### config.mk
export PLATFORM = sky130hd
export DESIGN_NAME = bfsc_ctl
export DESIGN_NICKNAME = d
export VERILOG_FILES = /design/src/hw/rtl/bfsc_pkg.sv /design/src/hw/rtl/bfsc_ctl.sv
export SDC_FILE = /design/constraint.sdc
export NUM_CORES = 1
export LEC_CHECK = 0
export ABC_CLOCK_PERIOD_IN_PS = 3950
export CAP_MARGIN = 20
export CELL_PAD_IN_SITES_DETAIL_PLACEMENT = 2
export CELL_PAD_IN_SITES_GLOBAL_PLACEMENT = 2
export CORE_MARGIN = 1.5
export CORE_UTILIZATION = 40
export CTS_CLUSTER_DIAMETER = 40
export DETAILED_ROUTE_END_ITERATION = 8
export DONT_BUFFER_PORTS = 1
export PLACE_DENSITY = 0.91
export SYNTH_ARGS = -nofsm -noshare
export SYNTH_HDL_FRONTEND = slang
export SYNTH_SLANG_ARGS = --single-unit
### constraint.sdc
create_clock -name clk -period 3.95 [get_ports clk]
set_clock_uncertainty 0.05 [all_clocks]
set_input_delay 0 -clock clk [delete_from_list [all_inputs] [get_ports clk]]
set_output_delay 0 -clock clk [all_outputs]
set_load 0.01 [all_outputs]
### src/hw/rtl/bfsc_pkg.sv
// Shared types and constants for the compressed-adjacency BFS block.
// Used by the controller, the datapath and the top level; depends on nothing.
package bfsc_pkg;

	localparam logic [1:0] ACT_ROW    = 2'd0;
	localparam logic [1:0] ACT_EDGE   = 2'd1;
	localparam logic [1:0] ACT_SEARCH = 2'd2;
	localparam logic [1:0] ACT_READ   = 2'd3;

	localparam logic [1:0] ST_OK       = 2'd0;
	localparam logic [1:0] ST_VERTEX   = 2'd1;
	localparam logic [1:0] ST_NEIGHBOR = 2'd2;
	localparam logic [1:0] ST_ADDRESS  = 2'd3;

	localparam logic [10:0] VCOUNT_RESET = 11'd1024;
	localparam logic [2:0]  VARINT_LAST  = 3'd4;

	typedef enum logic [3:0] {
		OP_NONE,
		OP_TAKE,
		OP_CLEAR,
		OP_INIT,
		OP_DEQ,
		OP_LOADV,
		OP_LOADR,
		OP_BYTE,
		OP_GAP,
		OP_CHECK,
		OP_VISIT,
		OP_FINISH
	} op_t;

	typedef enum logic [1:0] {
		EM_WRITE,
		EM_BADV,
		EM_READ,
		EM_SEARCH
	} src_t;

	typedef struct packed {
		op_t  op;
		logic emit;
		src_t src;
	} cmd_t;

	typedef struct packed {
		logic [1:0] action;
		logic       out_free;
		logic       vtx_bad;
		logic       clr_last;
		logic       que_empty;
		logic       row_done;
		logic       gap_done;
		logic       skip;
	} sts_t;

endpackage

### src/hw/rtl/bfsc_ctl.sv
// Controller: one-hot state machine that sequences loads, reads and the search.
// Depends on bfsc_pkg; drives the datapath through cmd_t and watches sts_t.
module bfsc_ctl
	import bfsc_pkg::*;
(
	input  logic clk,
	input  logic arst_n,
	input  logic req_valid,
	output logic req_ready,
	input  sts_t sts,
	output cmd_t cmd
);

	typedef enum logic [11:0] {
		S_IDLE  = 12'b000000000001,
		S_READ  = 12'b000000000010,
		S_CLEAR = 12'b000000000100,
		S_INIT  = 12'b000000001000,
		S_DEQ   = 12'b000000010000,
		S_LOADV = 12'b000000100000,
		S_LOADR = 12'b000001000000,
		S_BYTE  = 12'b000010000000,
		S_GAP   = 12'b000100000000,
		S_CHECK = 12'b001000000000,
		S_VISIT = 12'b010000000000,
		S_DONE  = 12'b100000000000
	} state_t;

	state_t state_q, state_nxt;

	always_comb begin
		state_nxt = state_q;
		req_ready = 1'b0;
		cmd.op    = OP_NONE;
		cmd.emit  = 1'b0;
		cmd.src   = EM_WRITE;
		case (state_q)
			S_IDLE: begin
				req_ready = sts.out_free;
				if (req_valid && sts.out_free) begin
					cmd.op = OP_TAKE;
					case (sts.action)
						ACT_ROW, ACT_EDGE: begin
							cmd.emit = 1'b1;
						end
						ACT_SEARCH: begin
							if (sts.vtx_bad) begin
								cmd.emit = 1'b1;
								cmd.src  = EM_BADV;
							end else begin
								state_nxt = S_CLEAR;
							end
						end
						ACT_READ: begin
							if (sts.vtx_bad) begin
								cmd.emit = 1'b1;
								cmd.src  = EM_BADV;
							end else begin
								state_nxt = S_READ;
							end
						end
						default: begin
						end
					endcase
				end
			end
			S_READ: begin
				if (sts.out_free) begin
					cmd.emit  = 1'b1;
					cmd.src   = EM_READ;
					state_nxt = S_IDLE;
				end
			end
			S_CLEAR: begin
				cmd.op = OP_CLEAR;
				if (sts.clr_last)
					state_nxt = S_INIT;
			end
			S_INIT: begin
				cmd.op    = OP_INIT;
				state_nxt = S_DEQ;
			end
			S_DEQ: begin
				if (sts.que_empty) begin
					state_nxt = S_DONE;
				end else begin
					cmd.op    = OP_DEQ;
					state_nxt = S_LOADV;
				end
			end
			S_LOADV: begin
				cmd.op    = OP_LOADV;
				state_nxt = S_LOADR;
			end
			S_LOADR: begin
				cmd.op    = OP_LOADR;
				state_nxt = S_BYTE;
			end
			S_BYTE: begin
				if (sts.row_done) begin
					state_nxt = S_DEQ;
				end else begin
					cmd.op    = OP_BYTE;
					state_nxt = S_GAP;
				end
			end
			S_GAP: begin
				cmd.op    = OP_GAP;
				state_nxt = sts.gap_done ? S_CHECK : S_BYTE;
			end
			S_CHECK: begin
				cmd.op    = OP_CHECK;
				state_nxt = sts.skip ? S_BYTE : S_VISIT;
			end
			S_VISIT: begin
				cmd.op    = OP_VISIT;
				state_nxt = S_BYTE;
			end
			S_DONE: begin
				if (sts.out_free) begin
					cmd.op    = OP_FINISH;
					cmd.emit  = 1'b1;
					cmd.src   = EM_SEARCH;
					state_nxt = S_IDLE;
				end
			end
			default: begin
				state_nxt = S_IDLE;
			end
		endcase
	end

	always_ff @(posedge clk or negedge arst_n) begin
		if (!arst_n) begin
			state_q <= S_IDLE;
		end else begin
			state_q <= state_nxt;
		end
	end

endmodule
# Word-level counts from Yosys, hierarchy flattened
# Index checks and enable logic that the tools add are counted.
[word_totals]
regBits = 12
latchBits = 0
ramBits = 0
rom_bits = 0
input_bits = 12
out_inout_bits = 8
elab_cells = 51
n_memories = 0
[op_classes]
add_sub_neg = 0
mul = 0
div_mod_pow = 0
n_lt_le_gt_ge = 0
n_eq_ne = 21
shifts = 0
n_mux = 22
bitwise = 0
n_reduce_logical = 7
[op_table]
columns = ["operator", "count"]
rows = [
  ["$pmux W12 S10", 1],
  ["$mux W12", 6],
  ["$pmux W4 S11", 1],
  ["$pmux W12 S2", 1],
  ["$eq A12 B1 Y1 const B", 1],
  ["$eq A12 B10 Y1 const B", 1],
  ["$eq A12 B11 Y1 const B", 1],
  ["$eq A12 B12 Y1 const B", 1],
  ["$eq A12 B2 Y1 const B", 1],
  ["$eq A12 B3 Y1 const B", 1],
  ["$eq A12 B4 Y1 const B", 1],
  ["$eq A12 B5 Y1 const B", 1],
  ["$eq A12 B6 Y1 const B", 1],
  ["$eq A12 B7 Y1 const B", 1],
  ["$eq A12 B8 Y1 const B", 1],
  ["$eq A12 B9 Y1 const B", 1],
  ["$mux W3", 4],
  ["$mux W11", 1],
  ["$mux W10", 1],
  ["$mux W9", 1],
  ["$pmux W3 S3", 1],
  ["$reduce_or A2 Y1", 4],
  ["$mux W7", 1],
  ["$ne A3 B3 Y1 const B", 2],
  ["other kinds (12)", 14],
]

# Logic depth before layout (Yosys ltp)
# Gate-level depths: netlist of run 1.
[depth]
depth_word = 5
mapped_depth = 6
mapped_depth_nobuf = 5

# Worst setup path before layout of run 1
# OpenSTA, ideal clock, no wires.
[synth_timing]
kind = "flip-flop to flip-flop"
start = "register state_q[4]"
end = "register state_q[1]"
arrival_time_ns = 1.966
t_required_ns = 3.775
path_slack_ns = 1.809
stages_incl_launch_ff = 7
n_path_buf = 1
synth_period_minus_slack_ns = 2.141
cell_sequence = "dfrtp_1 > buf_6 > or4_4 > nor4_4 > a21oi_2 > o22ai_4 > mux2_4"
[synth_via]
elab_chain_cells = 4
elab_cells_between_ends = 22
cone_classes = "eq/ne (18); mux (1); reduce/logical (3)"
[synth_rtl]
columns = ["element", "line_no", "source"]
rows = [
  ["start: declaration", "bfsc_ctl.sv:29", "state_t state_q, state_nxt;"],
  ["start signal: assignment", "bfsc_ctl.sv:137", "state_q <= state_nxt;"],
  ["$eq A12 B12 Y1 / $eq A12 B2 Y1 (equally long branches)", "bfsc_ctl.sv:37", "case (state_q)"],
  ["$reduce_or A2 Y1 (no source line)", "-", ""],
  ["$ne A2 B1 Y1 (no source line)", "-", ""],
  ["$reduce_and A6 Y1 (no source line)", "-", ""],
]
# Parallel ways exist; a longest one is shown, timed or not.
# A chain may end at the register's enable or synchronous reset.

# Final worst setup path of run 1
[layout_timing]
start = "register state_q[4]"
end = "register state_q[2]"
# The elaborated chain is that of the path after synthesis.

==> results of run 1 <==
[final cells by class]
| type | instances | area, sq um |
|---|---|---|
| Fill cell | 249 | 1240 |
| Timing Repair Buffer | 9 | 90.1 |
| Multi-Input combinational cell | 87 | 598 |
| Tap cell | 28 | 35.0 |
| Sequential cell | 12 | 302 |
| Inverter | 2 | 7.51 |
| Clock buffer | 4 | 26.3 |
[power breakdown]
group,total [W],leakage (nW),switching [W],internal (W)
Clock,0.0000815,0.0150,0.0000424,0.0000391
Sequential,0.000196,0.163,0.0000494,0.000146
Combinational,0.000348,0.263,0.000203,0.000146
[worst max-delay path, stage by stage, from the launching register on]
cell and delay, ps:
dfrtp_1 480, nor4_1 710, nand4_1 460, o22ai_4 350, o22ai_1 120, dlygate4sd3_1 570
[placed cells by master (no fill, tap or decap), drive strengths merged, types with 2 or more instances in the layout]
| cell | n |
|---|---|
| and3 | 4 |
| nor4b | 2 |
| or4 | 3 |
| nor2b | 2 |
| nand2 | 11 |
| nand3b | 2 |
| and2 | 3 |
| nor4 | 7 |
| nand4 | 2 |
| dfrtp | 11 |
| xor2 | 2 |
| inv | 2 |
| nor2 | 11 |
| dlygate4sd3 | 9 |
| o21ai | 5 |
| xnor2 | 4 |
| nor3 | 5 |
| or3b | 2 |
| clkbuf | 4 |
| o22ai | 3 |
[path summary, 6_finish.rpt]
| kind | end | slack (ps) |
|---|---|---|
| min in group asynchronous | state_q[10] | 100 |
| max in group asynchronous | state_q[0] | 3370 |
| worst max-delay path | state_q[2] | 1080 |
| worst min register to register | state_q[9] | 620 |
| worst min-delay path | state_q[1] | 8 |
| worst max register to register | state_q[2] | 1080 |
[cells by family (layout without fill, tap and decap cells)]
kind of cell              Yosys count  in the layout
buffers and inverters              11             15
AOI/OAI and AO/OA                  20             20
xor gates and xnor gates            6              6
muxes                               2              2
and+or+nand+nor                    59             59
DFF                                12             12
[repair_timing]
item                      CTS  global route
hold buffers                9             0
resized for setup           0             0
hold endpoints to repair   23             0
[cell usage after synthesis (all sizes together), types with 2 or more instances]
master | count | area, sq um
and2 | 3 | 20.0
buf | 8 | 80.1
inv | 2 | 7.51
o22ai | 3 | 32.5
nor3 | 5 | 25.0
nor4 | 7 | 65.1
nor4b | 2 | 17.5
o21ai | 5 | 25.0
or3b | 2 | 17.5
and3 | 4 | 27.5
nor2b | 2 | 12.5
nand4 | 2 | 12.5
or4 | 3 | 30.0
xor2 | 2 | 17.5
nand2 | 11 | 41.3
xnor2 | 4 | 35.0
nand3b | 2 | 15.0
nor2 | 11 | 41.3
dfrtp | 11 | 275
[routing by layer]
layer | share of wire | track usage
met5 | 0 | 0
met4 | 0.020 | 0.107
met3 | 0.026 | 0.0282
met2 | 0.51 | 0.490
met1 | 0.44 | 0.358
[per-stage QoR]
step	setup WS [ps]	power, W	area [sq um]	hold slack (ps)	util
4_1_cts	1170	0.000613	1060	0.502	0.461
6_report	1080	0.000626	1060	7.99	0.461
5_1_grt	965	0.000665	1060	4.38	0.461
3_5_place_dp	1640	0.000503	942	-345	0.410
3_3_place_gp	1650	0.000480	942	-345	0.410
2_1_floorplan	1810	0.000434	1000	-346	-
==> key figures, run 1 <==
Worst setup path
  – Worst setup SP type: flip-flop
  – Reg2Reg Depth: 5
  – Max Fanout on Critical Path: 9
  – Critical path arrival: a little under 3000 ps
  – Crit end category: flip-flop
  – Critical Path Start: state_q[4]
  – CP Class: flip-flop to flip-flop
  – Worst r2r src: state_q[4]
  – WP data required: 4060 ps

STA
  – Period minus WS final: approximately 2900 ps
  – Final max-slew violation count: 0
  – Final setup viols: 0
  – Final Cycle Share: 0.725
  – Setup TNS: 0 ps
  – Endpoints failing hold: 0
  – Unrepaired setup endpoints after global routing: false
  – Slew headroom: 0.493
  – Fmax: 0.349 GHz
  – Worst-margin pin slew: 754 ps

Yosys
  – Syn. warnings: 0
  – EDFF count, synth: 0
  – Post-synthesis area per instance: about 9.1 sq um
  – FF+latch count, synth: 12
  – Count of cell types in the netlist: 48
  – Ys flop type: dfrtp_1
  – FFs w/ async S/R, synth: 1.00
  – Syn nets: between 100 and 150
  – Synth Instances: 110
  – Main combinational cell family by area after synthesis: simple AND/OR/NAND/NOR gates
  – Post-synthesis simple-gate area fraction: 0.359
  – Compound-gate portion of the synthesized area: 0.161
  – Mapped Area: 0.00100 sq mm
  – Post-Synth XOR/XNOR Area: 0.0525
  – Mux share of post-synthesis cell area: 0.0250
  – Post-Synth Adder-Cell Area: 0
  – Seq/Total Area, Yosys: 0.301

Final layout
  – Biggest register: state_q
  – Largest regs: state_q (12)
  – Max reg flops: 12
  – Final nets: 127
  – Fin cells: around 140
  – ANT cells: 0
  – Fraction of layout cells with a size suffix above 1: 0.149
  – Area grow syn2layout: 5.75%

Route
  – TritonRoute pass-1 iters: 4
  – Via density: around 6.4
  – WL per Instance: ~24 um
  – Via count of the routed design: 915
  – Iter 0 DRT Violations: 27
  – Antenna Violating Nets Remaining: 0
  – Drt drc: 0
  – Routed wire length: approximately 3400 um

Power and ir drop
  – Pwr Density: between 500 and 600 mW/mm^2
  – Peak VDD IR: around 0.28 mV
  – P_leak: 0.441 nW

Clocking
  – Clock Sinks: 12
  – Postcts setup bufs: 0
  – CTS buffer count: 3
  – Clk buf depth: 2
  – Clock Latency Late Sink: roughly 270 ps
  – H-tree levels: 1
  – CTS clk-pin slew, worst paths: 80 ps
  – CTS tree: built
  – Root Buffer: clkbuf_4

Floorplan
  – Row count: 17
  – Initial core utilization: 0.436
  – DIE AREA: roughly 0.0028 sq mm
  – Core area: ~0.0023 sq mm
  – Die Ht: around 53 um
  – Die W: between 50 and 60 um
  – Num ports: 20

Global route
  – Largest net degree at the start of global routing: 13
  – Total grt overflow: 0
  – First-pass GRT wire length: roughly 5500 um
  – Vias in the first global route: approximately 1k
  – Gr usage total: 0.282
  – Antenna violations before repair: 0

Placement
  – # placed instances: approximately 130
  – Number of port buffers: 0
  – Hpwl dp: roughly 2300 um
  – Placer Congestion: about 0.8

Status
  – Outcome: complete, no violations

Hold path
  – Hold path depth: 2
  – Hold Path Class: input port to flip-flop
  – Min-delay src: sts[7]

Run
  – Maxcap violations: 0
(Power assumes the default switching activity.)
==> run 2, diff against run 1 <==
Settings changed: ABC_AREA set to 1, ABC_CLOCK_PERIOD_IN_PS 3950 to 2900, CORE_UTILIZATION 40 to 33, PLACE_DENSITY 0.91 to 0.84.
Clock period 3.95 ns to 2.9 ns, I/O delays scaled along.
==> run 2 against run 1 <==
Largest power group unchanged. Clock-buffer cell count stayed put. Maximum frequency grew 13%. Hold slack gained 12 ps. Clock power is 77% higher. First-iteration DRC count shrank 67%. Largest cell class unchanged. Critical path type unchanged. Combinational power grew 32%.
==> key figures, run 2 <==
Floorplan
  – Num ports: 20
  – Die Ht: around 56 um
  – Initial core utilization: 0.359
  – DIE AREA: between 0.003 and 0.004 sq mm
  – Die W: 55.6 um
  – Row count: 18
  – Core area: 0.00254 sq mm

Worst setup path
  – Critical Path Max Stage Delay: between 500 and 600 ps
  – Crit end category: flip-flop
  – Capturing point of the worst reg2reg path: state_q[2]
  – Worst r2r src: state_q[2]
  – Delay-heaviest family, CP: buffers and inverters
  – Worst path bufs/invs: 3
  – Crit. path cell count: 9
  – Worst setup SP type: flip-flop
  – Register-to-register setup slack: about 380 ps
  – Slowest cell on crit path: dlygate4sd3_1
  – WP data required: 3080 ps
  – Max Fanout on Critical Path: 3
  – CP Class: flip-flop to flip-flop
  – Critical-path cell list: nor2_2 -> inv_1 -> nor2_2 -> nand2_4 -> a21oi_1 -> dlygate4sd3_1 -> nand2_1 -> nand2_1 -> dlygate4sd3_1
  – Critical path arrival: 2700 ps
  – Reg2Reg Depth: 9

Route
  – Antenna Violating Nets Remaining: 0
  – TritonRoute pass-1 iters: 4
  – Via density: between 5 and 6
  – DR top layer: met4
  – Met1 Routed Length: 1320 um
  – Drt drc: 0
  – Met2 routed WL: 1830 um
  – Via count of the routed design: between 900 and 1k
  – WL per Instance: between 15 and 20 um
  – Routed wire length: 3290 um
  – Met3 WL: roughly 96 um
  – Iter 0 DRT Violations: 9

Hold path
  – Hold path depth: 4
  – Min-delay src: sts[4]
  – Worst hold path endpoint: state_q[3]
  – Hold Path Class: input port to flip-flop

Placement
  – Hpwl dp: 2350 um
  – Placer Congestion: 0.751
  – Number of port buffers: 0

STA
  – Slew headroom: 0.588
  – Final max-slew violation count: 0
  – Unrepaired setup endpoints after global routing: false
  – Worst-margin pin slew: between 600 and 700 ps
  – Setup TNS: 0 ps
  – Period minus WS final: between 2000 and 3000 ps
  – Final setup viols: 0
  – Endpoints failing hold: 0
  – Final Cycle Share: 0.871
  – Fmax: 0.396 GHz

Final layout
  – Max reg flops: 12
  – Fillers: 309
  – Commonest non-fill, non-tap cell in the layout: nand2_1
  – Core Util, Final: 0.431
  – Largest regs: state_q (12)
  – Final nets: about 160
  – Area grow syn2layout: 20.1%
  – Commonest non-fill, non-tap cells in the layout: nand2_1, inv_1, nor2_1
  – Fraction of layout cells with a size suffix above 1: 0.224
  – ANT cells: 0
  – Biggest register: state_q

Yosys
  – FF+latch count, synth: 12
  – Syn nets: between 100 and 150
  – Count of cell types in the netlist: 23
  – EDFF count, synth: 0
  – Ys flop type: dfrtp_1
  – Seq/Total Area, Yosys: 0.330
  – Most common cell in the netlist: nand2_1
  – Post-synth top cells: nand2_1, inv_1, nor2_1
  – Syn. warnings: 0
  – Top cells by area, synth: dfrtp_1, nand2_1, inv_1
  – Post-synthesis area per instance: 7.14 sq um
  – Post-synth top area share: 0.301
  – Synth Instances: between 100 and 150
  – Leading area contributor after synthesis: dfrtp_1
  – FFs w/ async S/R, synth: 1.00
  – Mapped Area: a little over 900 sq um

Global route
  – First-pass GRT wire length: 5630 um
  – Vias in the first global route: 1147
  – Antenna violations before repair: 0
  – Total grt overflow: 0
  – Gr usage total: 0.239
  – Largest net degree at the start of global routing: 13

Clocking
  – Root Buffer: clkbuf_4
  – Cts hold-fix bufs: 11
  – CTS buffer count: 3
  – Clk buf depth: 2
  – Clock Sinks: 12
  – Postcts setup bufs: 0
  – CTS clk-pin slew, worst paths: roughly 80 ps
  – Resize count post-CTS: 0
  – Clock Latency Late Sink: 290 ps
  – H-tree levels: 1
  – CTS tree: built

Power and ir drop
  – Combinational power share: 0.554
  – P_leak: approximately 0.57 nW
  – Sw power: between 0.0003 and 0.0004 W
  – Internal power: between 0.0004 and 0.0005 W
  – Power share of the clock group: 0.175
  – Net Sw Frac: 0.473
  – Pwr Density: approximately 750 mW/mm^2
  – Seq pwr share: 0.271
  – Peak VDD IR: ~0.46 mV

Run
  – Maxcap violations: 0

Status
  – Outcome: complete, no violations
## run 2: power groups by stage
stage	combinational, W	sequential (W)	clock, W
after floorplan	0.000320	0.000221	0
after global placement	0.000376	0.000223	0
after detailed placement	0.000395	0.000226	0
after CTS	0.000443	0.000223	0.000144
after global routing	0.000503	0.000228	0.000154
final	0.000458	0.000224	0.000144
## run 2: final cells by class
cell class / count / area, sq um / share of cell area
clock buffers: 4 / 36.3 / 0.0331
repair buffers: 11 / 110 / 0.100
inverters: 21 / 78.8 / 0.0718
well taps: 30 / 37.5 / 0.0342
flip-flops and latches: 12 / 302 / 0.275
multi-input cells: 95 / 533 / 0.486
## run 2: logic make-up (layout without fill, tap and decap cells)
| family | count (synthesis) | after routing | synth area share |
|---|---|---|---|
| compound gates | 11 | 11 | 0.0822 |
| buf+inv | 21 | 36 | 0.0863 |
| flops | 12 | 12 | 0.330 |
| simple gates | 84 | 84 | 0.501 |
## run 2: routing by layer
| metal | up-vias | global-route usage |
|---|---|---|
| li1 | 434 | - |
| met1 | 459 | 0.274 |
| met2 | 18 | 0.456 |
| met3 | 6 | 0.0256 |
| met4 | 0 | 0.0732 |
| met5 | - | 0 |
## run 2: worst max-delay path by stage
stage | start | endpoint | slack (ps)
4_1_cts | state_q[2] | state_q[2] | 500
6_report | state_q[2] | state_q[2] | 380
5_1_grt | state_q[2] | state_q[2] | 290
3_3_place_gp | state_q[0] | cmd[2] | 1460
3_5_place_dp | state_q[4] | cmd[5] | 1400
2_1_floorplan | state_q[0] | cmd[2] | 1550
## run 2: metrics by stage
step | hold WS, ps | setup WS (ps) | instances | total power (W) | area, sq um
after floorplan | -346 | 1550 | 128 | 0.000541 | 913
after global placement | -345 | 1460 | 158 | 0.000599 | 951
after detailed placement | -345 | 1400 | 158 | 0.000621 | 951
after CTS | 13.7 | 503 | 173 | 0.000810 | 1100
after global routing | 35.9 | 286 | 173 | 0.000886 | 1100
final | 20.0 | 375 | 173 | 0.000826 | 1100
## run 2: worst reg2reg max path: cells and delay by family (launching register included)
family                 cells  cell delay [ps]
AOI/OAI and AO/OA          1              130
buffers and inverters      3             1220
DFF                        1              410
and+or+nand+nor            5              650
==> run 3, diff against run 2 <==
Settings changed: RECOVER_POWER set to 100, SKIP_LAST_GASP set to 1.
==> run 3 against run 2 <==
Sequential power hardly changed. Clock-buffer cell count unchanged. First-iteration DRC count up 67%. Power down 5.3%. Global-route usage did not move. Flip-flop and latch count unchanged. Critical path type unchanged.
==> key figures, run 3 (synthesis results as in run 2) <==
Hold path
  – Hold Path Class: input port to flip-flop

Placement
  – Placer Congestion: between 0.7 and 0.8
  – Setup WS pre-CTS: approximately 1400 ps
  – Number of port buffers: 0
  – Hpwl dp: 2350 um
  – Placed inst area: around 950 sq um

Floorplan
  – Die Ht: around 56 um
  – Row count: 18
  – Die W: approximately 56 um
  – Num ports: 20
  – DIE AREA: a little over 0.003 sq mm
  – Initial core utilization: 0.359
  – Core area: 0.00254 sq mm

Final layout
  – Max reg flops: 12
  – Biggest register: state_q
  – Final nets: between 150 and 200
  – Area grow syn2layout: 16.2%
  – Commonest non-fill, non-tap cell in the layout: nand2_1
  – Core Util, Final: 0.417
  – ANT cells: 0
  – Largest regs: state_q (12)
  – Commonest non-fill, non-tap cells in the layout: nand2_1, inv_1, nor2_1
  – Design area: ~0.0011 sq mm
  – Fraction of layout cells with a size suffix above 1: 0.161

Power and ir drop
  – Design Power: around 0.00078 W
  – Power share of the clock group: 0.188
  – Pwr Density: about 740 mW/mm^2
  – P_leak: 0.565 nW
  – Peak VDD IR: roughly 0.43 mV
  – Combinational power share: 0.528
  – Seq pwr share: 0.284
  – Internal power: approximately 0.00041 W
  – Net Sw Frac: 0.473
  – Sw power: 0.000370 W

Worst setup path
  – Worst setup SP type: flip-flop
  – WP data required: just over 3000 ps
  – Delay-heaviest family, CP: buffers and inverters
  – Critical Path Max Stage Delay: approximately 560 ps
  – CP Class: flip-flop to flip-flop
  – Critical-path cell list: nor2_2 -> inv_1 -> nor2_1 -> nand2_4 -> a21oi_1 -> dlygate4sd3_1 -> nand2_1 -> nand2_1 -> dlygate4sd3_1
  – Critical path arrival: ~2800 ps
  – Max Fanout on Critical Path: 3
  – Crit end category: flip-flop
  – Slowest cell on crit path: dlygate4sd3_1
  – Worst path bufs/invs: 3

STA
  – Final setup viols: 0
  – Setup TNS: 0 ps
  – Endpoints failing hold: 0
  – Period minus WS final: 2650 ps
  – Slew headroom: 0.592
  – Final max-slew violation count: 0
  – Unrepaired setup endpoints after global routing: false
  – Fmax: roughly 0.38 GHz
  – Final worst slack: between 200 and 300 ps
  – Final Cycle Share: 0.913
  – Worst-margin pin slew: 611 ps

Route
  – Iter 0 DRT Violations: 15
  – WL per Instance: 19.1 um
  – Routed wire length: ~3300 um
  – TritonRoute pass-1 iters: 4
  – Drt drc: 0
  – Via count of the routed design: roughly 900
  – Antenna Violating Nets Remaining: 0
  – Via density: 5.35

Clocking
  – Resize count post-CTS: 0
  – Clk buf depth: 2
  – CTS tree: built
  – CTS clk-pin slew, worst paths: roughly 90 ps
  – Cts hold-fix bufs: 11
  – Clock Sinks: 12
  – Root Buffer: clkbuf_4
  – CTS buffer count: 3
  – Clock Latency Late Sink: approximately 290 ps
  – H-tree levels: 1
  – Postcts setup bufs: 0

Global route
  – Gr usage total: 0.239
  – Vias in the first global route: between 1k and 1.5k
  – Antenna violations before repair: 0
  – Largest net degree at the start of global routing: 13
  – First-pass GRT wire length: about 5600 um
  – Total grt overflow: 0

Run
  – Maxcap violations: 0

Status
  – Outcome: complete, no violations
==> run 3: changes by cell type in the layout (fill, tap and decap cells not counted), moves of 2 or more <==
cell,change
nor2_1,+5
nand2_2,-2
nor2_2,-3
nand2_1,+2
nor2_4,-2
==> run 3: power groups by stage <==
stage	Combinational [W]	Clock, W	Sequential (W)
final	0.000413	0.000147	0.000222
after global routing	0.000458	0.000154	0.000226
after CTS	0.000443	0.000144	0.000223
after detailed placement	0.000395	0	0.000226
after global placement	0.000376	0	0.000223
after floorplan	0.000320	0	0.000221
==> run 3: layout make-up <==
| cell class | count | area, sq um |
|---|---|---|
| fill | 314 | 1480 |
| multi-input combinational | 95 | 497 |
| timing repair buffer | 11 | 110 |
| inverter | 21 | 78.8 |
| sequential | 12 | 302 |
| clock buffer | 4 | 36.3 |
| tap | 30 | 37.5 |
==> run 3: worst paths after layout <==
path	start	to	slack, ps	depth (start not counted)
worst max-delay path	state_q[2]	state_q[2]	250	9
worst min-delay path	sts[5]	state_q[0]	40	4
worst max register to register	state_q[2]	state_q[2]	250	9
worst min register to register	state_q[1]	state_q[1]	550	2
max in group asynchronous	arst_n	state_q[1]	2310	1
min in group asynchronous	arst_n	state_q[8]	100	1
==> run 3: tightest hold or removal path: cells and delay by family <==
family / cells / cell delay, ps
AND/OR/NAND/NOR: 4 / 350
==> run 3: stage by stage <==
step           cells  hold WS, ps
6_report         173         38.9
5_1_grt          173         87.0
4_1_cts          173         13.7
3_5_place_dp     158         -345
3_3_place_gp     158         -345
2_1_floorplan    128         -346
==> run 3: per-layer routing <==
| layer | track usage | share of wire |
|---|---|---|
| met2 | 0.456 | 0.56 |
| met4 | 0.0732 | 0.011 |
| met5 | 0 | 0 |
| met1 | 0.274 | 0.40 |
| met3 | 0.0256 | 0.029 |
